`src/rtl/bcd_pkg.sv`:
```
// bcd_pkg: shared types and constants for the BC1..BC5 block decoder.
// No dependencies; imported by every rtl module of the decoder.
package bcd_pkg;

    localparam int TEXELS = 16;
    localparam int IDX_W  = 4;
    localparam int ADDR_W = 3;

    // register index decoded from paddr[2]
    localparam logic REG_IDX_FORMAT_MODE = 1'b0;

    typedef enum logic [2:0] {
        MODE_BC1 = 3'd0,
        MODE_BC2 = 3'd1,
        MODE_BC3 = 3'd2,
        MODE_BC4 = 3'd3,
        MODE_BC5 = 3'd4
    } bcd_mode_t;

    typedef struct packed {
        logic [63:0] first_half;
        logic [63:0] second_half;
    } bcd_blk_t;

    typedef struct packed {
        logic [31:0]      texel;
        logic [IDX_W-1:0] texel_index;
        logic             last_texel;
    } bcd_tex_t;

    // weight widths: red/blue over 186, green over 378, alpha over 35
    localparam int RB_W_W = 8;
    localparam int G_W_W  = 9;
    localparam int A_W_W  = 14;
    localparam int A_UNIT = 35;

    // round(w*255/186): floor((510w + 186) / 372)
    localparam int RB_SCALE = 510;
    localparam int RB_BIAS  = 186;
    localparam int RB_D     = 372;
    localparam int RB_N_W   = 17;
    localparam int RB_S     = 26;
    localparam int RB_M_W   = 18;
    localparam int RB_P_W   = RB_N_W + RB_M_W;
    localparam logic [RB_M_W-1:0] RB_M = RB_M_W'((2**RB_S + RB_D - 1) / RB_D);

    // round(w*255/378): floor((510w + 378) / 756)
    localparam int G_SCALE = 510;
    localparam int G_BIAS  = 378;
    localparam int G_D     = 756;
    localparam int G_N_W   = 18;
    localparam int G_S     = 28;
    localparam int G_M_W   = 19;
    localparam int G_P_W   = G_N_W + G_M_W;
    localparam logic [G_M_W-1:0] G_M = G_M_W'((2**G_S + G_D - 1) / G_D);

    // round(w/35): floor((2w + 35) / 70)
    localparam int A_SCALE = 2;
    localparam int A_BIAS  = A_UNIT;
    localparam int A_D     = 2 * A_UNIT;
    localparam int A_N_W   = 15;
    localparam int A_S     = 22;
    localparam int A_M_W   = 16;
    localparam int A_P_W   = A_N_W + A_M_W;
    localparam logic [A_M_W-1:0] A_M = A_M_W'((2**A_S + A_D - 1) / A_D);

    typedef struct packed {
        bcd_mode_t        mode;
        logic [IDX_W-1:0] k;
        logic             transp;
        logic [3:0]       nib;
    } bcd_meta_t;

    typedef struct packed {
        bcd_meta_t         meta;
        logic [RB_W_W-1:0] w_r;
        logic [G_W_W-1:0]  w_g;
        logic [RB_W_W-1:0] w_b;
        logic [A_W_W-1:0]  w_a0;
        logic [A_W_W-1:0]  w_a1;
    } bcd_wgt_t;

    typedef struct packed {
        bcd_meta_t  meta;
        logic [7:0] r;
        logic [7:0] g;
        logic [7:0] b;
        logic [7:0] a0;
        logic [7:0] a1;
    } bcd_chan_t;

endpackage

```
`src/rtl/bc_texture_block_decoder.sv`:
```
// bc_texture_block_decoder: top level of the BC1..BC5 block decoder with
// the format register. Uses bcd_pkg, bcd_issue, bcd_scale, bcd_pack.
//
//  channel   direction  handshake                   payload
//  blk       in         blk_valid / blk_ready       blk_word  (bcd_blk_t, one block)
//  tx        out        tx_valid / tx_ready         tx_word   (bcd_tex_t, one texel)
//  apb       in/out     psel, penable, pready       paddr, pwdata, prdata
//
// One block word yields 16 texel words, one per cycle while tx does not stall; a new
// block is taken only as the last texel of the current one issues, so the texel issue counter sets the block rate.
// From block accept to the first texel word the data passes the block register,
// then the weight, numerator, product and output registers.
// Reset clears the valid bits, the issue counter and format_mode (BC1).
// A stall on tx holds the output word and backs up the stages without loss.
module bc_texture_block_decoder
    import bcd_pkg::*;
(
    input  logic              clk,
    input  logic              rst_n,
    input  logic              psel,
    input  logic              penable,
    input  logic              pwrite,
    input  logic [ADDR_W-1:0] paddr,
    input  logic [31:0]       pwdata,
    output logic [31:0]       prdata,
    output logic              pready,
    input  logic              blk_valid,
    output logic              blk_ready,
    input  bcd_blk_t          blk_word,
    output logic              tx_valid,
    input  logic              tx_ready,
    output bcd_tex_t          tx_word
);

    bcd_mode_t format_mode_reg;
    bcd_mode_t format_mode_next;

    logic      wgt_valid;
    logic      wgt_ready;
    bcd_wgt_t  wgt;
    logic      chan_valid;
    logic      chan_ready;
    bcd_chan_t chan;
    logic      reg_hit;

    assign pready  = 1'b1;
    assign reg_hit = (paddr[2] == REG_IDX_FORMAT_MODE);
    assign prdata  = reg_hit ? 32'(format_mode_reg) : 32'h0;

    always_comb
    begin
        format_mode_next = format_mode_reg;
        if (psel && penable && pwrite && pready && reg_hit)
            format_mode_next = bcd_mode_t'(pwdata[2:0]);
    end

    always_ff @(posedge clk or negedge rst_n)
    begin
        if (!rst_n)
            format_mode_reg <= MODE_BC1;
        else
            format_mode_reg <= format_mode_next;
    end

    bcd_issue u_issue (
        .clk       (clk),
        .rst_n     (rst_n),
        .mode      (format_mode_reg),
        .blk_valid (blk_valid),
        .blk_ready (blk_ready),
        .blk_word  (blk_word),
        .wgt_valid (wgt_valid),
        .wgt_ready (wgt_ready),
        .wgt       (wgt)
    );

    bcd_scale u_scale (
        .clk        (clk),
        .rst_n      (rst_n),
        .wgt_valid  (wgt_valid),
        .wgt_ready  (wgt_ready),
        .wgt        (wgt),
        .chan_valid (chan_valid),
        .chan_ready (chan_ready),
        .chan       (chan)
    );

    bcd_pack u_pack (
        .clk        (clk),
        .rst_n      (rst_n),
        .chan_valid (chan_valid),
        .chan_ready (chan_ready),
        .chan       (chan),
        .tx_valid   (tx_valid),
        .tx_ready   (tx_ready),
        .tx_word    (tx_word)
    );

endmodule

```
`src/rtl/bcd_issue.sv`:
```
// bcd_issue: holds one compressed block and issues its texels in order,
// selecting palette weights per texel into the first pipeline stage. Uses bcd_pkg.
module bcd_issue
    import bcd_pkg::*;
(
    input  logic      clk,
    input  logic      rst_n,
    input  bcd_mode_t mode,
    input  logic      blk_valid,
    output logic      blk_ready,
    input  bcd_blk_t  blk_word,
    output logic      wgt_valid,
    input  logic      wgt_ready,
    output bcd_wgt_t  wgt
);

    localparam logic [A_W_W-1:0] W_A_MAX = A_W_W'(A_UNIT * 255);

    function automatic logic [G_W_W-1:0] clr_w(
        input logic [1:0] ci,
        input logic       four,
        input logic [5:0] e0,
        input logic [5:0] e1
    );
        logic [G_W_W-1:0] x0;
        logic [G_W_W-1:0] x1;
        logic [G_W_W-1:0] w;
        x0 = G_W_W'(e0);
        x1 = G_W_W'(e1);
        unique case (ci)
            2'd0:    w = G_W_W'(6) * x0;
            2'd1:    w = G_W_W'(6) * x1;
            2'd2:    w = four ? G_W_W'(2) * (G_W_W'(2) * x0 + x1)
                              : G_W_W'(3) * (x0 + x1);
            default: w = four ? G_W_W'(2) * (x0 + G_W_W'(2) * x1) : '0;
        endcase
        return w;
    endfunction

    function automatic logic [A_W_W-1:0] alp_w(
        input logic [2:0] ai,
        input logic [7:0] a0,
        input logic [7:0] a1
    );
        logic [A_W_W-1:0] x0;
        logic [A_W_W-1:0] x1;
        logic [A_W_W-1:0] i;
        logic [A_W_W-1:0] w;
        x0 = A_W_W'(a0);
        x1 = A_W_W'(a1);
        i  = A_W_W'(ai);
        priority if (ai == 3'd0)
            w = A_W_W'(A_UNIT) * x0;
        else if (ai == 3'd1)
            w = A_W_W'(A_UNIT) * x1;
        else if (a0 > a1)
            w = A_W_W'(5) * ((A_W_W'(8) - i) * x0 + (i - A_W_W'(1)) * x1);
        else if (ai == 3'd6)
            w = '0;
        else if (ai == 3'd7)
            w = W_A_MAX;
        else
            w = A_W_W'(7) * ((A_W_W'(6) - i) * x0 + (i - A_W_W'(1)) * x1);
        return w;
    endfunction

    logic             blk_v_reg;
    logic             blk_v_next;
    logic [IDX_W-1:0] k_reg;
    logic [IDX_W-1:0] k_next;
    bcd_blk_t         blk_reg;
    bcd_mode_t        bmode_reg;
    logic             s1_v_reg;
    logic             s1_v_next;
    bcd_wgt_t         s1_reg;
    bcd_wgt_t         s1_next;

    logic        en1;
    logic        issue;
    logic        last;
    logic        accept;
    logic [63:0] cblk;
    logic [15:0] c0;
    logic [15:0] c1;
    logic [31:0] cidx;
    logic [1:0]  ci;
    logic        four;
    logic [47:0] aw0;
    logic [47:0] aw1;
    logic [5:0]  aoff;

    assign en1       = !s1_v_reg || wgt_ready;
    assign issue     = blk_v_reg && en1;
    assign last      = (k_reg == IDX_W'(TEXELS - 1));
    assign blk_ready = !blk_v_reg || (issue && last);
    assign accept    = blk_valid && blk_ready;
    assign wgt_valid = s1_v_reg;
    assign wgt       = s1_reg;

    always_comb
    begin
        blk_v_next = blk_v_reg;
        k_next     = k_reg;
        if (accept)
        begin
            blk_v_next = 1'b1;
            k_next     = '0;
        end
        else if (issue)
        begin
            blk_v_next = !last;
            k_next     = k_reg + IDX_W'(1);
        end
        s1_v_next = en1 ? issue : s1_v_reg;
    end

    always_comb
    begin
        cblk = (bmode_reg == MODE_BC1) ? blk_reg.first_half : blk_reg.second_half;
        c0   = cblk[15:0];
        c1   = cblk[31:16];
        cidx = cblk[63:32];
        four = c0 > c1;
        ci   = cidx[{k_reg, 1'b0} +: 2];
        aw0  = blk_reg.first_half[63:16];
        aw1  = blk_reg.second_half[63:16];
        aoff = 6'({k_reg, 1'b0}) + 6'(k_reg);

        s1_next.meta.mode   = bmode_reg;
        s1_next.meta.k      = k_reg;
        s1_next.meta.transp = (ci == 2'd3) && !four;
        s1_next.meta.nib    = blk_reg.first_half[{k_reg, 2'b00} +: 4];
        s1_next.w_r  = RB_W_W'(clr_w(ci, four, {1'b0, c0[15:11]}, {1'b0, c1[15:11]}));
        s1_next.w_g  = clr_w(ci, four, c0[10:5], c1[10:5]);
        s1_next.w_b  = RB_W_W'(clr_w(ci, four, {1'b0, c0[4:0]}, {1'b0, c1[4:0]}));
        s1_next.w_a0 = alp_w(aw0[aoff +: 3], blk_reg.first_half[7:0],
                             blk_reg.first_half[15:8]);
        s1_next.w_a1 = alp_w(aw1[aoff +: 3], blk_reg.second_half[7:0],
                             blk_reg.second_half[15:8]);
    end

    always_ff @(posedge clk or negedge rst_n)
    begin
        if (!rst_n)
        begin
            blk_v_reg <= 1'b0;
            k_reg     <= '0;
            s1_v_reg  <= 1'b0;
        end
        else
        begin
            blk_v_reg <= blk_v_next;
            k_reg     <= k_next;
            s1_v_reg  <= s1_v_next;
        end
    end

    always_ff @(posedge clk)
    begin
        if (accept)
        begin
            blk_reg   <= blk_word;
            bmode_reg <= mode;
        end
        if (issue)
            s1_reg <= s1_next;
    end

endmodule

```
`src/rtl/bcd_scale.sv`:
```
// bcd_scale: two-stage rounding divide of the palette weights to 8-bit
// channels by reciprocal multiplication. Uses bcd_pkg.
module bcd_scale
    import bcd_pkg::*;
(
    input  logic      clk,
    input  logic      rst_n,
    input  logic      wgt_valid,
    output logic      wgt_ready,
    input  bcd_wgt_t  wgt,
    output logic      chan_valid,
    input  logic      chan_ready,
    output bcd_chan_t chan
);

    logic              s2_v_reg;
    logic              s2_v_next;
    bcd_meta_t         m2_reg;
    logic [RB_N_W-1:0] n_r_reg;
    logic [G_N_W-1:0]  n_g_reg;
    logic [RB_N_W-1:0] n_b_reg;
    logic [A_N_W-1:0]  n_a0_reg;
    logic [A_N_W-1:0]  n_a1_reg;

    logic              s3_v_reg;
    logic              s3_v_next;
    bcd_meta_t         m3_reg;
    logic [RB_P_W-1:0] p_r_reg;
    logic [G_P_W-1:0]  p_g_reg;
    logic [RB_P_W-1:0] p_b_reg;
    logic [A_P_W-1:0]  p_a0_reg;
    logic [A_P_W-1:0]  p_a1_reg;

    logic en2;
    logic en3;
    logic load2;
    logic load3;

    assign en3       = !s3_v_reg || chan_ready;
    assign en2       = !s2_v_reg || en3;
    assign wgt_ready = en2;
    assign load2     = en2 && wgt_valid;
    assign load3     = en3 && s2_v_reg;
    assign s2_v_next = en2 ? wgt_valid : s2_v_reg;
    assign s3_v_next = en3 ? s2_v_reg : s3_v_reg;

    assign chan_valid = s3_v_reg;
    assign chan.meta  = m3_reg;
    assign chan.r     = p_r_reg[RB_S +: 8];
    assign chan.g     = p_g_reg[G_S +: 8];
    assign chan.b     = p_b_reg[RB_S +: 8];
    assign chan.a0    = p_a0_reg[A_S +: 8];
    assign chan.a1    = p_a1_reg[A_S +: 8];

    always_ff @(posedge clk or negedge rst_n)
    begin
        if (!rst_n)
        begin
            s2_v_reg <= 1'b0;
            s3_v_reg <= 1'b0;
        end
        else
        begin
            s2_v_reg <= s2_v_next;
            s3_v_reg <= s3_v_next;
        end
    end

    always_ff @(posedge clk)
    begin
        if (load2)
        begin
            m2_reg   <= wgt.meta;
            n_r_reg  <= RB_N_W'(wgt.w_r) * RB_N_W'(RB_SCALE) + RB_N_W'(RB_BIAS);
            n_g_reg  <= G_N_W'(wgt.w_g) * G_N_W'(G_SCALE) + G_N_W'(G_BIAS);
            n_b_reg  <= RB_N_W'(wgt.w_b) * RB_N_W'(RB_SCALE) + RB_N_W'(RB_BIAS);
            n_a0_reg <= A_N_W'(wgt.w_a0) * A_N_W'(A_SCALE) + A_N_W'(A_BIAS);
            n_a1_reg <= A_N_W'(wgt.w_a1) * A_N_W'(A_SCALE) + A_N_W'(A_BIAS);
        end
        if (load3)
        begin
            m3_reg   <= m2_reg;
            p_r_reg  <= RB_P_W'(n_r_reg) * RB_P_W'(RB_M);
            p_g_reg  <= G_P_W'(n_g_reg) * G_P_W'(G_M);
            p_b_reg  <= RB_P_W'(n_b_reg) * RB_P_W'(RB_M);
            p_a0_reg <= A_P_W'(n_a0_reg) * A_P_W'(A_M);
            p_a1_reg <= A_P_W'(n_a1_reg) * A_P_W'(A_M);
        end
    end

endmodule

```
`src/rtl/bcd_pack.sv`:
```
// bcd_pack: assembles the output texel word per format and holds it in
// the output register. Uses bcd_pkg.
module bcd_pack
    import bcd_pkg::*;
(
    input  logic      clk,
    input  logic      rst_n,
    input  logic      chan_valid,
    output logic      chan_ready,
    input  bcd_chan_t chan,
    output logic      tx_valid,
    input  logic      tx_ready,
    output bcd_tex_t  tx_word
);

    logic     out_v_reg;
    logic     out_v_next;
    bcd_tex_t out_reg;
    bcd_tex_t out_next;

    logic        en;
    logic [23:0] rgb;

    assign en         = !out_v_reg || tx_ready;
    assign chan_ready = en;
    assign out_v_next = en ? chan_valid : out_v_reg;
    assign tx_valid   = out_v_reg;
    assign tx_word    = out_reg;

    always_comb
    begin
        rgb = chan.meta.transp ? 24'h0 : {chan.r, chan.g, chan.b};
        unique case (chan.meta.mode)
            MODE_BC1: out_next.texel = {chan.meta.transp ? 8'h00 : 8'hFF, rgb};
            MODE_BC2: out_next.texel = {chan.meta.nib, 4'h0, rgb};
            MODE_BC3: out_next.texel = {chan.a0, rgb};
            MODE_BC4: out_next.texel = {24'h0, chan.a0};
            MODE_BC5: out_next.texel = {8'h00, chan.a0, chan.a1, 8'h00};
            default:  out_next.texel = 32'h0;
        endcase
        out_next.texel_index = chan.meta.k;
        out_next.last_texel  = (chan.meta.k == IDX_W'(TEXELS - 1));
    end

    always_ff @(posedge clk or negedge rst_n)
    begin
        if (!rst_n)
            out_v_reg <= 1'b0;
        else
            out_v_reg <= out_v_next;
    end

    always_ff @(posedge clk)
    begin
        if (en && chan_valid)
            out_reg <= out_next;
    end

endmodule

```
`config.mk`:
```
export PLATFORM = sky130hd
export DESIGN_NAME = bc_texture_block_decoder
export DESIGN_NICKNAME = d
export VERILOG_FILES = /design/src/rtl/bcd_pkg.sv /design/src/rtl/bc_texture_block_decoder.sv /design/src/rtl/bcd_issue.sv /design/src/rtl/bcd_scale.sv /design/src/rtl/bcd_pack.sv
export SDC_FILE = /design/constraint.sdc
export NUM_CORES = 2
export LEC_CHECK = 0
export ABC_AREA = 1
export BUFFER_PORTS_ARGS = -buffer_cell sky130_fd_sc_hd__buf_2
export CAP_MARGIN = 20
export CORE_UTILIZATION = 55
export CTS_BUF_LIST = sky130_fd_sc_hd__clkbuf_8
export DETAILED_ROUTE_END_ITERATION = 10
export GPL_ROUTABILITY_DRIVEN = 0
export HOLD_SLACK_MARGIN = 0.05
export PLACE_DENSITY = 0.74
export SLEW_MARGIN = 15
export SYNTH_ARGS = -nofsm -noshare
export SYNTH_HDL_FRONTEND = slang
export SYNTH_HIERARCHICAL = 1
export SYNTH_SLANG_ARGS = --single-unit
```
`constraint.sdc`:
```
create_clock -name clk -period 12.3 [get_ports clk]
set_clock_uncertainty 0.2 [all_clocks]
set_input_delay 1.845 -clock clk [delete_from_list [all_inputs] [get_ports clk]]
set_output_delay 1.845 -clock clk [all_outputs]
set_load 0.05 [all_outputs]
```
== Yosys cells after proc, flatten, opt, wreduce, memory -nomap -nowiden ==
Index checks and enable logic that the tools add are counted.

* Bits in registers: 514
* Word-level logic and storage cells: 176
* Output and inout port bits: 72
* Bits of input ports: 170

* Reductions and logical operators: 28
* Bitwise operators: 1
* Shifts and indexed selects: 4
* Mux-type cells: 28
* Equality and inequality tests: 15
* Add/sub/neg operators: 26
* Multiply operators: 31
* $lt $le $gt $ge: 3

{| class="wikitable"
|+ Operators by type and width
! operator !! count
|-
| 32-bit one-hot mux with 5 select lines || 1
|-
| 14-bit 2-to-1 mux || 10
|-
| 48-bit by 7-bit indexed part select with 3-bit output || 2
|-
| 14-bit by 8-bit multiplier with 14-bit output || 6
|-
| 17-bit by 18-bit multiplier with 34-bit output, second input constant || 2
|-
| 64-bit 2-to-1 mux || 1
|-
| 64-bit by 7-bit indexed part select with 4-bit output || 1
|-
| 15-bit by 16-bit multiplier with 30-bit output, second input constant || 2
|-
| 14-bit adder || 4
|-
| 3-bit by 14-bit multiplier with 14-bit output, first input constant || 4
|-
| 6-bit by 8-bit multiplier with 14-bit output, first input constant || 4
|-
| 8-bit one-hot mux with 3 select lines || 2
|-
| 8-bit 2-to-1 mux || 5
|-
| 18-bit by 18-bit multiplier with 35-bit output, second input constant || 1
|-
| 17-bit by 8-bit adder with 17-bit output, second input constant || 2
|-
| 8-bit by 8-bit multiplier with 16-bit output, second input constant || 2
|-
| 32-bit by 6-bit indexed part select with 2-bit output || 1
|-
| 15-bit by 6-bit adder with 15-bit output, second input constant || 2
|-
| 2-bit by 5-bit multiplier with 7-bit output, first input constant || 4
|-
| 9-bit one-hot mux with 3 select lines || 1
|-
| 24-bit 2-to-1 mux || 1
|-
| 18-bit by 9-bit adder with 18-bit output, second input constant || 1
|-
| 2-bit by 9-bit multiplier with 8-bit output, first input constant || 2
|-
| 9-bit 2-to-1 mux || 2
|-
| 32 further kinds || 73
|}

== Logic depth before layout (Yosys ltp) ==
* Word-level depth: 11
* Depth in mapped cells: 60
* Depth with buffers taken out: 56

== By module ==
The synthesis kept the hierarchy.

{| class="wikitable"
|+ Modules (own cells, without submodules)
! module !! cells an instance !! sequential area each (um^2) !! times used !! area each (um^2)
|-
| bcd_scale || 3684 || 4284.1 || 1 || 32175.9
|-
| bcd_issue || 3837 || 6035.8 || 1 || 29473.3
|-
| bcd_pack || 157 || 1136.1 || 1 || 1909.3
|-
| bc_texture_block_decoder || 55 || 75.1 || 1 || 391.6
|}

== Worst setup path after synthesis ==
Ideal clock, no wire load.

* Kind: register -> register
* From: reg u_issue.k_reg[1]
* To: reg u_issue.s1_reg, in the netlist u_issue/wgt[13] (data pin)
* Setup time: 255 ps
* Required time: 11845 ps
* Cell stages (with the launch flop): 56
* Period minus slack after synthesis: 10804 ps
* Path slack: 1496 ps
* Path buffers: 4
* Arrival: 10348 ps
* Cell sequence: dfrtp_1 -> clkinv_1 -> clkbuf_1 -> buf_1 -> fa_1 -> inv_2 -> buf_4 -> clkbuf_1 -> nand3_1 -> nand3_1 -> nand3_1 -> nand3_1 -> nand3_1 -> nand2_2 -> inv_1 -> ha_1 -> ha_1 -> inv_1 -> [... 20 more ...] -> nor2_1 -> nor2_1 -> nor2_1 -> nor2_1 -> xnor2_1 -> ha_1 -> ha_1 -> nand2_1 -> nor2_1 -> nand3_1 -> nand4_1 -> or2_2 -> nand2_1 -> nand3_1 -> nand3_1 -> nand2_1 -> nand2_1 -> a21oi_1

{| class="wikitable"
|+ RTL lines
! item !! line !! source
|-
| from (decl) || bcd_issue.sv:69 || <nowiki>logic [IDX_W-1:0] k_reg;</nowiki>
|-
| from (signal assigned) || bcd_issue.sv:153 || <nowiki>k_reg <= k_next;</nowiki>
|-
| to (signal assigned) || bcd_issue.sv:166 || <nowiki>s1_reg <= s1_next;</nowiki>
|-
| to (decl) || bcd_issue.sv:75 || <nowiki>bcd_wgt_t s1_reg;</nowiki>
|}

==> results.toml <==
[run_status]
status = "finished, final reports clean"

[layout]
register_area_sq_um = 11500
area_growth_pct = 5.92
final_cell_mix = "inv_1, nand2_1, ha_1"
n_fill_cell = 10147
largest_reg_flops = 65
instances_no_fill = 9491
multi_input_area_sq_um = 45300
design_area_sq_um = 67700
final_net_count = 9870
final_common_cell = "inv_1"
utilization_pct = 59.0
drive_above_1_share_pct = 6.11

[yosys]
ys_async_sr_fraction_pct = 3.11
synth_seq_cells = 386
syn_area_sq_um = 64000
syn_inst = 7733
synth_area_per_cell_sq_um = 8.27
ys.flop_type = "edfxtp_1"
seq_area_frac_synth_pct = 18.0
synth_edf_count = 374
ys_types = 72
yosysWarnings = 6

[clocking]
cts_tree = "yes"
cts_inserted_buffers = 70
cts_sinks = 386
worstSkewPairLatency_ps = 720
clock_path_buffers = 3
cts_setup_buffers = 0
clk_pin_slew_ps = 70
cts_root_buffer = "clkbuf_8"
htreeDepth = 3

[placement]
hpwl_um = 131000
placed_area_sq_um = 66200
io_buffers = 180
dp_cells = 9364

[setup_path]
start_kind = "flip-flop"
path_max_fanout = 39
cpMaxStageDelayCell = "fa_1"
cp_common_cell = "fa_1"
setup.worst_path.end_class = "flip-flop"
crit_buf_inv = 10
critical_path_required_ps = 12540
critPathArrivalTime_ps = 11860
critPathMaxStageDelay_ps = 560
crit_family = "adder cells"
critical_path_class = "reg -> reg"

[die]
die_h_um = 343
rows = 124
dieArea_sq_um = 118000
num_io_pins = 242
coreArea_sq_um = 115000
start_util_pct = 55.7
die_x_um = 343

[job]
maxCapViolCount = 0

[sta]
max_slew_margin_pct = 21.0
rsz0062_at_grt = "no"
clock.fmax_ghz = 0.0860
setup_viol = 0
worstMarginPinSlew_ps = 1170
hold_viol_final = 0
fin_tns_setup_ps = 0
slew_violations = 0
min_period_ps = 11620
fin_crit_sh_pct = 94.5

[detailed_routing]
wirelength_um = 155000
drtAntennaViolNets = 0
vias_per_cell = 5.43
drcViolationCount = 0
vias = 51510
drtIter0Drc = 3671
routedWlPerCell_um = 16.3
first_pass_iters = 8

[min_path]
hold_path_class = "reg -> reg"

[grt]
grt_max_degree = 84
grt_use_total_pct = 26.5
antenna_found_initial = 4
grt_pass1_vias = 51405
grt_pass1_wl_um = 252000
grt-ovfl-total = 0
## per-layer routing
| metal | GRT usage [%] | up-vias | share of wire (%) |
|---|---|---|---|
| met2 | 44.9 | 1670 | 47 |
| met4 | 9.44 | 4 | 3.7 |
| met5 | 0 | - | 0.014 |
| met3 | 4.04 | 338 | 6.5 |
| li1 | - | 25338 | - |
| met1 | 34.2 | 24160 | 43 |
## cells by family (layout without fill, tap and decap cells)
kind of cell	Yosys count	after routing	share of synthesized area [%]
simple gates	2631	2631	17.8
other cells	3	36	0.0176
compound gates	896	896	8.02
flops	386	386	18.0
xor+xnor	239	239	3.36
fa+ha+maj	1776	1776	41.4
buf+inv	1802	2015	11.4
## path summary, 6_finish.rpt
path / from / endpoint / cells past startpoint / slack, ps
max: u_issue/k_reg[1] / u_issue/wgt[25] / 46 / 680
min: u_scale/m2_reg[7] / u_scale/chan[47] / 0 / 220
max reg2reg: u_issue/k_reg[1] / u_issue/wgt[25] / 46 / 680
min reg2reg: u_scale/m2_reg[7] / u_scale/chan[47] / 0 / 220
max in group asynchronous: rst_n / u_issue/k_reg[0] / 1 / 10660
min in group asynchronous: rst_n / u_issue/wgt_valid / 1 / 880
## timing repair
item	CTS	global route
hold buffers	0	0
resized for setup	0	7
endpoints found under the setup margin	0	6
## cell type report
type	count	area share [%]
Antenna cell	2	0.00739
Tap cell	1512	2.79
Multi-Input combinational cell	5576	66.9
Timing Repair Buffer	229	1.88
Inverter	1661	9.23
Clock inverter	51	0.674
Clock buffer	74	1.50
Sequential cell	386	17.0
## synth_stat cells (15+ instances only)
master / instances / area [sq um]
buf_2: 22 / 110
o21ai_0: 260 / 1300
buf_4: 48 / 360
o21ai_1: 33 / 165
nand2_2: 20 / 125
ha_1: 1211 / 15200
nor3_1: 50 / 250
fa_1: 565 / 11300
o211ai_1: 46 / 345
inv_1: 1639 / 6150
a21oi_1: 352 / 1760
buf_6: 31 / 349
nor2_2: 19 / 119
nand3_1: 501 / 2510
xor2_1: 141 / 1230
xnor2_1: 91 / 797
a21o_1: 36 / 270
a31oi_1: 46 / 288
a21oi_2: 15 / 131
nand4_1: 103 / 644
nand3_2: 18 / 180
o21bai_1: 36 / 270
nor2_1: 442 / 1660
clkbuf_1: 30 / 113
nand2_1: 1394 / 5230
or2_2: 22 / 138
edfxtp_1: 374 / 11200
## worst register-to-register path, delay by kind of cell, from the launching register on
kind / cells / cell delay (ps)
xor gates and xnor gates: 2 / 680
AOI/OAI and AO/OA: 5 / 860
adders and majority gates: 14 / 5840
and+or+nand+nor: 15 / 1810
buffers and inverters: 10 / 1550
DFF: 1 / 460
## stage by stage
step | hold slack, ps | setup WS [ps]
floorplan | 200 | 1500
global placement | 203 | 835
detailed placement | 205 | 706
CTS | 213 | 635
global route | 222 | 11.0
finish | 216 | 678
Power is not shown: default switching activity piles up to over one toggle a cycle in this logic, so the estimate is an artifact.
